==> src/hdl/sfa_ram.sv <==
`timescale 1ns / 1ps
// ----------------------------------------------------------------------------
// sfa_ram
// Generic simple dual-port RAM: one write port, one read port, registered read.
// ----------------------------------------------------------------------------
module sfa_ram #(
  parameter int WIDTH = 8,
  parameter int DEPTH = 16
) (
  input  logic                     clk,
  input  logic                     we,
  input  logic [$clog2(DEPTH)-1:0] waddr,
  input  logic [WIDTH-1:0]         wdata,
  input  logic [$clog2(DEPTH)-1:0] raddr,
  output logic [WIDTH-1:0]         rdata
);

  logic [WIDTH-1:0] mem [DEPTH];

  // Write port.
  always_ff @(posedge clk) begin
    if (we) begin
      mem[waddr] <= wdata;
    end
  end

  // Registered read port.
  always_ff @(posedge clk) begin
    rdata <= mem[raddr];
  end

endmodule

==> config.mk <==
export PLATFORM = sky130hd
export DESIGN_NAME = sfa_ram
export DESIGN_NICKNAME = d
export VERILOG_FILES = /design/src/hdl/sfa_ram.sv
export SDC_FILE = /design/constraint.sdc
export NUM_CORES = 1
export LEC_CHECK = 0
export BUFFER_PORTS_ARGS = -buffer_cell sky130_fd_sc_hd__buf_4
export CORE_MARGIN = 2
export CORE_UTILIZATION = 40
export DETAILED_ROUTE_END_ITERATION = 8
export SLEW_MARGIN = 30
export SYNTH_ARGS = -nofsm -noshare
export SYNTH_HDL_FRONTEND = slang
export SYNTH_SLANG_ARGS = --single-unit
export TNS_END_PERCENT = 10
==> constraint.sdc <==
create_clock -name clk -period 2.43 [get_ports clk]
set_clock_uncertainty 0.05 [all_clocks]
set_input_delay 0.486 -clock clk [delete_from_list [all_inputs] [get_ports clk]]
set_output_delay 0.486 -clock clk [all_outputs]
set_load 0.02 [all_outputs]
== Word level (Yosys, flattened, before mapping) ==
Memory sizes are Yosys's and may differ from the RTL's. A register that Yosys moved wholly into a read port is not among the register bits.
Index checks and enable logic that the tools add are counted.
Cells by class
  muxes and demuxes: 2
Operators with widths (number)
  $mux 1: 2
Storage, ports and cells
  memory bits (writable): 128
  word-level logic and storage cells: 3
  memories: 1
  bits in registers: 0
  input bits: 18
Memory list
  mem: depth 16, width 8, read ports 1, clocked after Yosys merged registers in 1, write ports 1, line 18  | logic [WIDTH-1:0] mem [DEPTH];

== Depth between registers and ports, before layout ==
  depth in word-level cells: 2
  mapped depth: 5
  depth with buffers taken out: 3

== Worst setup path before layout ==
Ideal clock, no wire load.
  kind: in2reg
  start: in waddr[2]
  end: mem mem[0][0] (enable)
  required time: 1.997 ns
  setup slack: 0.401 ns
  path buffers: 0
  stages on the path: 2
  arrival: 1.596 ns
  path through: or3b_2 nor3_1
RTL lines
  start, declared: line 12  | input logic [$clog2(DEPTH)-1:0] waddr,
  end, declared: line 18
Straight into the memory's write port.

==> implementation parameters <==
Parameter                              Value

Outcome
  Run status ... complete, no violations

Hold path
  Launch point of the worst hold path ... wdata[5]
  Endpoint with the worst hold slack ... mem[4][5]
  Min-Delay Path Class ... in -> reg
  Worst hold path stage count ... 1

Clocking
  Clock Path Buffers ... 2
  Source-to-sink clock delay at the later pin of the worst-skew pair ... between 0.4 and 0.5 ns
  Clock tree from TritonCTS ... done
  Hold buffer count at CTS ... 0
  # clock sinks ... approximately 140
  Number of post-CTS setup repair buffers ... 0
  Root Buffer ... sky130_fd_sc_hd__clkbuf_16
  Cts bufs inserted ... 17
  Post-cts sizing count ... 0
  Clock-pin transition on the worst setup and hold timing paths ... roughly 0.060 ns
  CTS HTree Levels ... 4

Drt
  Wire per inst ... 20.52 um
  DRT Wirelength ... 9583 um
  Number of vias in the routed layout ... around 2400
  First DRT Iteration DRCs ... 287
  Vias per inst ... 5.113
  First-pass detailed-route iteration total ... 4
  Remaining antenna violation count ... 0
  DRC violation count after routing ... 0

Global routing
  Total GRT Usage ... 14.92%
  Via count of the first global-routing pass ... 2378
  Antenna violations before repair ... 0
  Wire length of the first global-routing pass ... 14520 um
  Total congestion overflow ... 0
  Pin count of the biggest net entering global routing ... 33

Synth
  Synth Flop Type ... sky130_fd_sc_hd__edfxtp_1
  Number of synthesized flops with an enable pin ... 128
  XOR/XNOR Fraction of Synth Area ... 0%
  Mux cell area share after synthesis ... roughly 15%
  Gate count of the mapped netlist ... 229
  Synthesized-area fraction occupied by adder cells ... 0%
  Synthesized area ... ~5000 um2
  Synthesized netlist net count ... 247
  Area share of the largest cell type after synthesis ... about 75%
  Syn_area_per_cell ... 22.48 um2
  Simple logic cell fraction of the synthesized area ... 3.184%
  Synth async-reset ratio ... 0%
  Most frequent cell after synthesis ... sky130_fd_sc_hd__edfxtp_1
  Post-synthesis compound-gate area fraction ... 2.333%
  Warnings, synthesis ... 0
  Synth area leader ... sky130_fd_sc_hd__edfxtp_1
  Most instantiated cells after synthesis ... 128 x sky130_fd_sc_hd__edfxtp_1, 18 x sky130_fd_sc_hd__mux4_2, 16 x sky130_fd_sc_hd__a22oi_1
  Biggest area contributors in the synthesized netlist ... sky130_fd_sc_hd__edfxtp_1 75%, sky130_fd_sc_hd__mux4_2 7.9%, sky130_fd_sc_hd__mux4_1 7.1%
  Share of the yosys chip area belonging to registers ... 77.78%
  Count of distinct cell types in the synthesized netlist ... 19
  Post-synthesis sequential element count ... 136
  Dominant combinational cell family by area after synthesis ... multiplexers

Floorplanning
  Die Outline Area ... 13790 um2
  Floorplan row count ... around 40
  Core region area ... 12570 um2
  Width of the die ... between 100 and 150 um
  Initial Utilization ... between 40 and 50%
  Top-level I/O count ... 26
  Die Ht ... 117.4 um

Cells and area
  Relative area change from synthesis to final layout ... 22.00%
  N_diodes ... 0
  Fraction of final layout cells sized beyond drive strength 1 ... 31.86%
  Sequential Area ... 4004 um2
  Number of nets in the layout ... 300
  Fillers ... about 1000
  Final design area excluding fillers ... 6280 um2
  Final standard cell count with taps included and fillers excluded ... 467
  Area occupied by multi-input gates ... 1057 um2

Setup path
  Worst EP required ... 2.67 ns
  Category of the worst setup path launch point ... primary input
  Count of cells along the worst register-to-register path ... 3
  Startpoint of the most critical register-to-register path ... mem[2][1]
  Capturing point of the worst reg2reg path ... rdata[1]
  Setup Crit Path Kind ... in -> reg
  Slowest stage delay, CP ... 0.56 ns
  Slowest stage cell on the critical path ... sky130_fd_sc_hd__mux4_1
  Start point of the critical path ... raddr[0]
  List of cells traversed by the critical path ... buf_4 > buf_12 > mux4_1 > a22oi_1 > nand2_1
  Crit Path Max Fanout ... 17
  Internal reg-to-reg setup slack ... 0.95 ns
  Capturing element type of the critical path ... register
  Endpoint arrival time on the critical path ... 1.84 ns

Power and ir drop
  Maximum resistive drop on vdd ... 0.4820 mV
  Power Density ... 910.4 nW/um2
  Static power due to leakage ... 2.135 nW

Place
  Post-place instance area ... 5619 um2
  Number of input and output port buffers inserted ... 25
  Final HPWL DP ... 5846 um
  Cell Count Post-Placement ... 435
  Routability congestion estimate from global placement ... 0.7673
  Worst Setup Slack post-DPL ... 0.3717 ns

STA
  RSZ-0062 raised after global routing ... no
  Max Clk Rate ... 627.4 MHz
  Worst rel slew slack ... between 60 and 70%
  Final hold violations ... 0
  Total count of max-transition violations in the final report ... 0
  Setup-violating endpoint count in the final report ... 0
  Post-route minimum period ... around 1.6 ns
  Post-route fraction of the period consumed by the critical path ... 65.59%
  Worst slew pin tran ... 0.4836 ns
  Accumulated negative setup slack ... 0 ns
  Final setup margin ... 0.8362 ns

Run
  Count of max-cap constraint violations ... 0
[per-stage QoR]
stage          util, %  hold WS, ns  total power (W)
3_3_place_gp     44.71       0.6009         0.002954
4_1_cts          49.97       0.3208         0.005769
6_report         49.97       0.3301         0.005717
5_1_grt          49.97       0.3273         0.005891
3_5_place_dp     44.71       0.6122         0.002961
2_1_floorplan        -       0.5349         0.002835
[area by class of cell]
type                       instances  area share (%)
sequential                       136           63.76
multi-input combinational         83           16.84
clock buffer                      19           7.053
timing repair buffer              44           5.459
clock inverter                    13           3.467
tap                              172           3.427
[cell usage in the layout, fill, tap and decap left out]
master / Yosys / final
sky130_fd_sc_hd__clkbuf_16: 0 / 17
sky130_fd_sc_hd__mux4_1: 14 / 14
sky130_fd_sc_hd__edfxtp_1: 128 / 128
sky130_fd_sc_hd__clkbuf_8: 0 / 1
sky130_fd_sc_hd__nand3b_1: 2 / 2
sky130_fd_sc_hd__nor3_1: 4 / 4
sky130_fd_sc_hd__a22oi_1: 16 / 16
sky130_fd_sc_hd__mux4_2: 18 / 18
sky130_fd_sc_hd__bufinv_16: 0 / 5
sky130_fd_sc_hd__nand2b_1: 2 / 2
sky130_fd_sc_hd__nor2b_1: 1 / 1
sky130_fd_sc_hd__dfxtp_1: 8 / 8
sky130_fd_sc_hd__clkinvlp_4: 0 / 2
sky130_fd_sc_hd__clkbuf_1: 0 / 1
sky130_fd_sc_hd__clkinv_4: 0 / 3
sky130_fd_sc_hd__and2_1: 1 / 1
sky130_fd_sc_hd__inv_6: 0 / 3
sky130_fd_sc_hd__nor2_1: 13 / 13
sky130_fd_sc_hd__buf_4: 1 / 43
sky130_fd_sc_hd__or3b_2: 1 / 1
sky130_fd_sc_hd__buf_12: 0 / 1
sky130_fd_sc_hd__nand3_1: 1 / 1
sky130_fd_sc_hd__and2b_1: 1 / 1
sky130_fd_sc_hd__nand2_1: 9 / 9
[where the power goes]
| group | switching, W | internal [W] |
|---|---|---|
| Combinational | 0.000150 | 0.000120 |
| Sequential | 0.0000139 | 0.00262 |
| Clock | 0.000949 | 0.00186 |
[worst max path at each step]
stage,to,cells past startpoint
5_1_grt,rdata[2],5
2_1_floorplan,mem[0][0],2
4_1_cts,rdata[3],5
3_5_place_dp,rdata[3],5
3_3_place_gp,rdata[4],5
6_report,rdata[5],5
[cell families after synthesis]
group | after synthesis
flip-flops | 136
AO/OA/AOI/OAI | 16
multiplexers | 32
AND/OR/NAND/NOR | 35
buffers and inverters | 10
[per-layer routing]
layer,GRT usage [%],share of wire (%)
met1,18.61,44
met2,24.23,51
met3,4.086,4.3
met4,7.229,1.5
met5,0,0
[sequential cells by signal, indices dropped and copies added, names as in the netlist]
register  count
mem         128
rdata         8
[worst max-delay path: cells and delay by family]
kind / cells / cell delay [ns]
muxes: 1 / 0.56
buffers and inverters: 2 / 0.51
AOI/OAI and AO/OA: 1 / 0.20
and+or+nand+nor: 1 / 0.07
(Power assumes the default switching activity.)
