[config.mk]
export PLATFORM = sky130hd
export DESIGN_NAME = sfa_div
export DESIGN_NICKNAME = d
export VERILOG_FILES = /design/src/hdl/sfa_pkg.sv /design/src/hdl/sfa_div.sv
export SDC_FILE = /design/constraint.sdc
export NUM_CORES = 1
export LEC_CHECK = 0
export BUFFER_PORTS_ARGS = -buffer_cell sky130_fd_sc_hd__buf_2
export CORE_ASPECT_RATIO = 0.5
export CORE_MARGIN = 3
export CORE_UTILIZATION = 45
export DETAILED_ROUTE_END_ITERATION = 7
export HOLD_SLACK_MARGIN = 0.12
export PLACE_DENSITY = 0.69
export SLEW_MARGIN = 20
export SYNTH_ARGS = -nofsm -noshare
export SYNTH_HDL_FRONTEND = slang
export SYNTH_SLANG_ARGS = --single-unit
[constraint.sdc]
create_clock -name clk -period 4 [get_ports clk]
set_clock_uncertainty 0.05 [all_clocks]
set_input_delay 0.8 -clock clk [delete_from_list [all_inputs] [get_ports clk]]
set_output_delay 0.8 -clock clk [all_outputs]
set_load 0.02 [all_outputs]
[src/hdl/sfa_pkg.sv]
`timescale 1ns / 1ps
// ----------------------------------------------------------------------------
// sfa_pkg
// Shared types, sizes, operation codes and helpers for the sparse frame averager.
// ----------------------------------------------------------------------------
package sfa_pkg;

  // Geometry of the pixel store.
  localparam int PIXELS     = 65536;
  localparam int IDX_W      = 16;
  localparam int MAX_FRAMES = 1024;
  localparam int FC_W       = $clog2(MAX_FRAMES + 1);
  localparam int SUM_W      = 34;
  localparam int VAL_W      = 24;

  // The touched marks are kept as words of WORD_W bits.
  localparam int WORD_W  = 64;
  localparam int BIT_W   = $clog2(WORD_W);
  localparam int WORDS   = PIXELS / WORD_W;
  localparam int WADDR_W = $clog2(WORDS);

  // Operation codes.
  localparam logic [1:0] OP_ADD   = 2'd0;
  localparam logic [1:0] OP_CLOSE = 2'd1;
  localparam logic [1:0] OP_FETCH = 2'd2;

  typedef struct packed {
    logic [1:0]              operation;
    logic [IDX_W-1:0]        pixel_index;
    logic signed [VAL_W-1:0] sample_value;
  } in_item_t;

  typedef struct packed {
    logic [IDX_W-1:0]        out_index;
    logic signed [VAL_W-1:0] average_value;
    logic                    last_pixel;
    logic                    no_result;
  } out_item_t;

  // Position of the lowest set bit of a word (zero when none is set).
  function automatic logic [BIT_W-1:0] lowest_set(input logic [WORD_W-1:0] word);
    logic [BIT_W-1:0] pos;
    pos = '0;
    for (int i = WORD_W - 1; i >= 0; i--) begin
      if (word[i]) begin
        pos = BIT_W'(i);
      end
    end
    return pos;
  endfunction

endpackage

[src/hdl/sfa_div.sv]
`timescale 1ns / 1ps
// ----------------------------------------------------------------------------
// sfa_div
// Sequential signed divider: sum by frame count, truncated toward zero, with
// the quotient saturated to the output range. One quotient bit per cycle.
// Done stays high, with the quotient held, until the next start.
// ----------------------------------------------------------------------------
module sfa_div (
  input  logic                          clk,
  input  logic                          rst,
  input  logic                          start,
  input  logic signed [sfa_pkg::SUM_W-1:0] dividend,
  input  logic [sfa_pkg::FC_W-1:0]      divisor,
  output logic                          done,
  output logic signed [sfa_pkg::VAL_W-1:0] quotient
);

  localparam int CNT_W = $clog2(sfa_pkg::SUM_W + 1);
  localparam logic [sfa_pkg::SUM_W-1:0] POS_LIM =
    sfa_pkg::SUM_W'((64'd1 << (sfa_pkg::VAL_W - 1)) - 64'd1);
  localparam logic [sfa_pkg::SUM_W-1:0] NEG_LIM =
    sfa_pkg::SUM_W'(64'd1 << (sfa_pkg::VAL_W - 1));

  logic                       busy;
  logic [CNT_W-1:0]           count;
  logic                       neg;
  logic [sfa_pkg::FC_W-1:0]   dvsr;
  logic [sfa_pkg::FC_W-1:0]   rem;
  logic [sfa_pkg::SUM_W-1:0]  quo;
  logic [sfa_pkg::FC_W:0]     trial;
  logic                       fits;
  logic [sfa_pkg::FC_W-1:0]   rem_next;
  logic [sfa_pkg::SUM_W-1:0]  quo_next;

  // One restoring step: bring down the next dividend bit and try a subtract.
  always_comb begin
    trial    = {rem, quo[sfa_pkg::SUM_W-1]};
    fits     = (trial >= {1'b0, dvsr});
    rem_next = fits ? sfa_pkg::FC_W'(trial - {1'b0, dvsr}) : sfa_pkg::FC_W'(trial);
    quo_next = {quo[sfa_pkg::SUM_W-2:0], fits};
  end

  // Iteration control.
  always_ff @(posedge clk) begin
    if (rst) begin
      busy  <= 1'b0;
      done  <= 1'b0;
      count <= '0;
    end else begin
      if (start) begin
        busy  <= 1'b1;
        done  <= 1'b0;
        count <= CNT_W'(sfa_pkg::SUM_W);
      end else if (busy) begin
        count <= count - 1'b1;
        if (count == CNT_W'(1)) begin
          busy <= 1'b0;
          done <= 1'b1;
        end
      end
    end
  end

  // Datapath: magnitude division, then sign and saturation on the last step.
  always_ff @(posedge clk) begin
    if (start) begin
      neg  <= dividend[sfa_pkg::SUM_W-1];
      quo  <= dividend[sfa_pkg::SUM_W-1] ? sfa_pkg::SUM_W'(-dividend)
                                         : sfa_pkg::SUM_W'(dividend);
      rem  <= '0;
      dvsr <= divisor;
    end else if (busy) begin
      rem <= rem_next;
      quo <= quo_next;
      if (count == CNT_W'(1)) begin
        if (!neg) begin
          quotient <= (quo_next > POS_LIM) ? sfa_pkg::VAL_W'(POS_LIM)
                                           : sfa_pkg::VAL_W'(quo_next);
        end else begin
          quotient <= (quo_next > NEG_LIM) ? sfa_pkg::VAL_W'(NEG_LIM)
                                           : sfa_pkg::VAL_W'(-quo_next);
        end
      end
    end
  end

endmodule

* Yosys cells after proc, flatten, opt, wreduce, memory -nomap -nowiden
Cells that the tools add are included.
** Word-level totals
- Register bits after elaboration :: 89
- Bits of input ports :: 48
- Output and inout bits :: 25
- Word-level logic and storage cells :: 34
** Operators by class
- Add/subtract/negate cells :: 4
- $lt $le $gt $ge :: 3
- Equal/unequal tests :: 1
- Multiplexer cells :: 12
- Bitwise operators :: 1
- Reduce and logical (&&, ||, !) cells :: 4
** Operators with widths (number)
- $mux 34 :: 3
- $mux 24 :: 3
- $gt 34x23->1 const B :: 1
- $gt 34x24->1 const B :: 1
- $neg 34->34 :: 1
- $neg 24->24 :: 1
- $ge 12x11->1 :: 1
- $mux 6 :: 2
- $mux 11 :: 1
- $sub 11x11->11 :: 1
- $eq 6x1->1 const B :: 1
- $sub 6x1->6 const B :: 1
- $mux 1 :: 3
- $reduce_and 3->1 :: 1
- $reduce_and 2->1 :: 1
- $reduce_bool 2->1 :: 1
- $reduce_or 2->1 :: 1
- $not 1->1 :: 1

* Depth between registers and ports, before layout
- Word-level depth :: 4
- Mapped depth :: 17
- Gate-level depth less buffers :: 15

* Least setup slack after synthesis
Ideal clock, no wire load.
- Path type :: reg-to-reg
- Start :: register dvsr[0] (netlist name)
- End :: register quotient[17] (netlist name) (data pin)
- Library setup time :: 0.259 ns
- Data arrival time :: 3.469 ns
- Required time :: 3.691 ns
- Path slack :: 0.222 ns
- Stages on the path, launching flop included :: 16
- Path buffers :: 1
- Clock period less this slack :: 3.778 ns
- Path through :: edfxtp_1 ha_1 fa_1 nand2b_1 o2bb2ai_1 a2111o_1 nand2_1 inv_1 buf_2 ha_1 or2b_2 nor4_2 and2_4 a21o_2 a41o_1 a211o_1
** Between the ends
- Word-level cells in the longest chain between the ends :: 4
- Elaborated cells on any way between the ends :: 7
- Classes of those cells :: add/sub: 1; order compare: 3; mux: 3
** RTL lines
- start, declared :: RTL line sfa_div.sv:27 : logic [sfa_pkg::FC_W-1:0] dvsr;
- start signal, assigned :: RTL line sfa_div.sv:71 : dvsr <= divisor;
- $ge 12x11->1 * :: RTL line sfa_div.sv:38 : fits = (trial >= {1'b0, dvsr});
- $gt 34x23->1, or another cell as far along :: RTL line sfa_div.sv:77 : quotient <= (quo_next > POS_LIM) ? sfa_pkg::VAL_W'(POS_LIM)
- $mux 24 (on tied branches) :: RTL line sfa_div.sv:77, sfa_div.sv:80
- $mux 24 * :: RTL line sfa_div.sv:76 : if (!neg) begin
- end signal, assigned :: RTL line sfa_div.sv:77
- end signal, assigned :: RTL line sfa_div.sv:80 : quotient <= (quo_next > NEG_LIM) ? sfa_pkg::VAL_W'(NEG_LIM)
- end, declared :: RTL line sfa_div.sv:15 : output logic signed [sfa_pkg::VAL_W-1:0] quotient
Every way passes the cells marked *; elsewhere a longest branch is shown, timed or not.
A chain may end at the register's enable or synchronous reset.

* Final worst setup path
- Start :: register dvsr[0] (netlist name)
- End :: register quotient[7] (netlist name) (data pin)
Same word-level chain as after synthesis.

==> impl_metrics.yaml <==
clock_tree:
  cts_sinks: 89
  cts_post_setup_buffers_inserted: 0
  post_cts_resize_count: 0
  clk_pin_slew_ns: 0.06
  htree_levels: 3
  clk_latency_ns: 0.35
  cts.path.max_buffers: 2
  cts_buffers: 9
  hold_buffers: 0
  cts_tree: "done"
  root_buffer: "clkbuf_16"
route:
  via_count: 4627
  drt_iter0_drc: 382
  wl_um: 13100
  drt.antenna.violating_nets: 0
  wl_per_cell_um: 16.3
  drc: 0
  viasPerCell: 5.75
  firstDrtPassIters: 5
grt:
  grt_pass1_wl_um: 21800
  grt_pass1_vias: 4330
  grt-ovfl-total: 0
  grt_max_degree: 85
  antenna_found_initial: 0
  grt_util_all_layers_pct: 19.6
synth:
  avgSynthCellArea_um2: 9.61
  ys.flop_type: "edfxtp_1"
  ys_warn_count: 0
  synth_edf_count: 70
  async_flop_share_pct: 0
  synthCells: 574
  yosysUniqueCellTypes: 71
  synthesis.area_mm2: 0.00552
  ys_seq_elements: 89
  syn_nets: 638
  ys_seq_area_share_pct: 45.0
worst_hold_path:
  worstHoldEndpoint: "rem[4]"
  hold_path_class: "reg2reg"
  hold-path-cell-count: 2
  timing.hold.worst.start: "rem[3]"
finish:
  drive_gt1_share_pct: 18.8
  fin_util_pct: 55.3
  syn_to_final_growth_pct: 14.8
  layout.nets: 704
  nFillCells: 1053
  mostFrequentLayoutCells: "nor2_1, buf_2, edfxtp_1, a21oi_1"
  layout.cells.non_filler: 804
  final_common_cell: "nor2_1"
  n_antenna_cell: 0
setup_path:
  rr_worst_depth: 14
  r2r-end: "quotient[7]"
  reg2reg_from: "dvsr[0]"
  worst_path_max_delay_cell: "a2111o_1"
  cp.arrival_ns: 3.75
  slowest_delay_ns: 0.39
  cp_max_fo: 16
  path_cells: "ha_1, fa_1, nand2b_1, o2bb2ai_1, a2111o_1, nand2_1, inv_1, ha_1, or2b_2, nor4_2, and2_4, a21oi_4, a2111oi_1, a2111o_1"
  reg2reg_slack_ns: 0.29
  end_kind: "flop"
  worstPathRequired_ns: 4.05
  cp-start-kind: "flop"
  critical_path_class: "reg2reg"
floorplanning:
  initial_utilization_pct: 48.2
  io_pins: 73
  die_area_mm2: 0.0137
  die_x_um: 163
  die_h_um: 84.3
  core_mm2: 0.0115
  rows: 27
run:
  cap_viol_max_count: 0
timing:
  max_slew_margin_pct: 58.7
  setup_violations: 0
  hold_violations: 0
  drv_slew: 0
  worst_pin_slew_ns: 0.613
  period_needed_ns: 3.71
  max_freq_ghz: 0.270
  fin_crit_sh_pct: 92.7
  setup_tns_ns: 0
  rsz0062_at_grt: "no"
  fin_ws_ns: 0.291
status:
  status: "finished, final reports clean"
place:
  dp_hpwl_um: 9300
  portBuffers: 72
  place_ws_ns: 0.290
  gp_congestion: 0.895
  dp_cells: 788
power:
  p_total_mw: 2.41
  peakVddDrop_v: 0.000244
  p_leak_nw: 2.38
  cellPowerDensity_mw_per_mm2: 381
## power by group
part | internal [mW] | switching, mW
clock network | 0.484 | 0.354
registers | 1.08 | 0.0667
logic | 0.174 | 0.252
## Yosys cell counts, types with 6 or more instances
master,n,area [um2]
nand2b_1,9,56.3
buf_2,7,35.0
edfxtp_1,70,2100
inv_1,23,86.3
nor2_1,74,278
xnor2_1,8,70.1
clkbuf_1,13,48.8
nor4_1,9,56.3
nand3_1,17,85.1
or2_2,6,37.5
or3_1,7,43.8
dfxtp_1,19,380
a211oi_1,6,45.0
o21ai_0,34,170
ha_1,15,188
o31ai_1,10,75.1
a21oi_1,56,280
nand2_1,34,128
or4_1,11,82.6
xor2_1,33,289
a31oi_1,6,37.5
nor3_1,13,65.1
## state kept, by name, summed over array words and instances, names as in the netlist
register and flops:
busy 1, count 6, done 1, dvsr 11, neg 1, quo 34
quotient 24, rem 11
## area by class of cell
cell class	instances	area, um2	share of cell area (%)
multi-input cells	433	2810	44.4
flip-flops and latches	89	2480	39.2
repair buffers	82	448	7.08
clock buffers	9	225	3.56
well taps	159	199	3.14
inverters	25	93.8	1.48
clock inverters	7	68.8	1.09
## worst max-delay path: cells and delay by family, from the launching register on
kind,cells,cell delay (ns)
simple gates,5,0.78
fa+ha+maj,3,0.81
compound gates,5,1.40
buf+inv,1,0.06
flops,1,0.36
## cell families (layout without fill, tap and decap cells)
family / count (synthesis) / in the layout / synth area share (%)
multiplexers: 5 / 5 / 0.975
buffers and inverters: 52 / 123 / 3.97
AO/OA/AOI/OAI: 162 / 162 / 19.7
adder cells (fa/ha/maj): 16 / 16 / 3.77
AND/OR/NAND/NOR: 209 / 209 / 20.0
flip-flops: 89 / 89 / 45.0
XOR/XNOR: 41 / 41 / 6.51
## worst max-delay path by stage
stage	startpoint	endpoint	slack, ns	cells after the start
floorplan	dvsr[0]	quotient[17]	0.22	15
global placement	dvsr[0]	quotient[7]	0.34	14
detailed placement	dvsr[0]	quotient[7]	0.29	14
CTS	dvsr[0]	quotient[7]	0.29	14
global route	dvsr[8]	quotient[18]	0.03	14
finish	dvsr[0]	quotient[7]	0.29	14
## metal layers
layer,track usage (%),part of all wire (%),up-vias
met2,30.0,44,140
met4,4.30,1.1,0
li1,-,-,2289
met5,0,0,-
met1,28.3,47,2181
met3,4.83,7.2,17
## through the flow
| step | area, um2 | hold WS [ns] |
|---|---|---|
| global placement | 6040 | 0.437 |
| global route | 6330 | 0.477 |
| floorplan | 5520 | 0.417 |
| CTS | 6330 | 0.458 |
| finish | 6330 | 0.458 |
| detailed placement | 6040 | 0.442 |
Power figures use the tool's default switching activity.
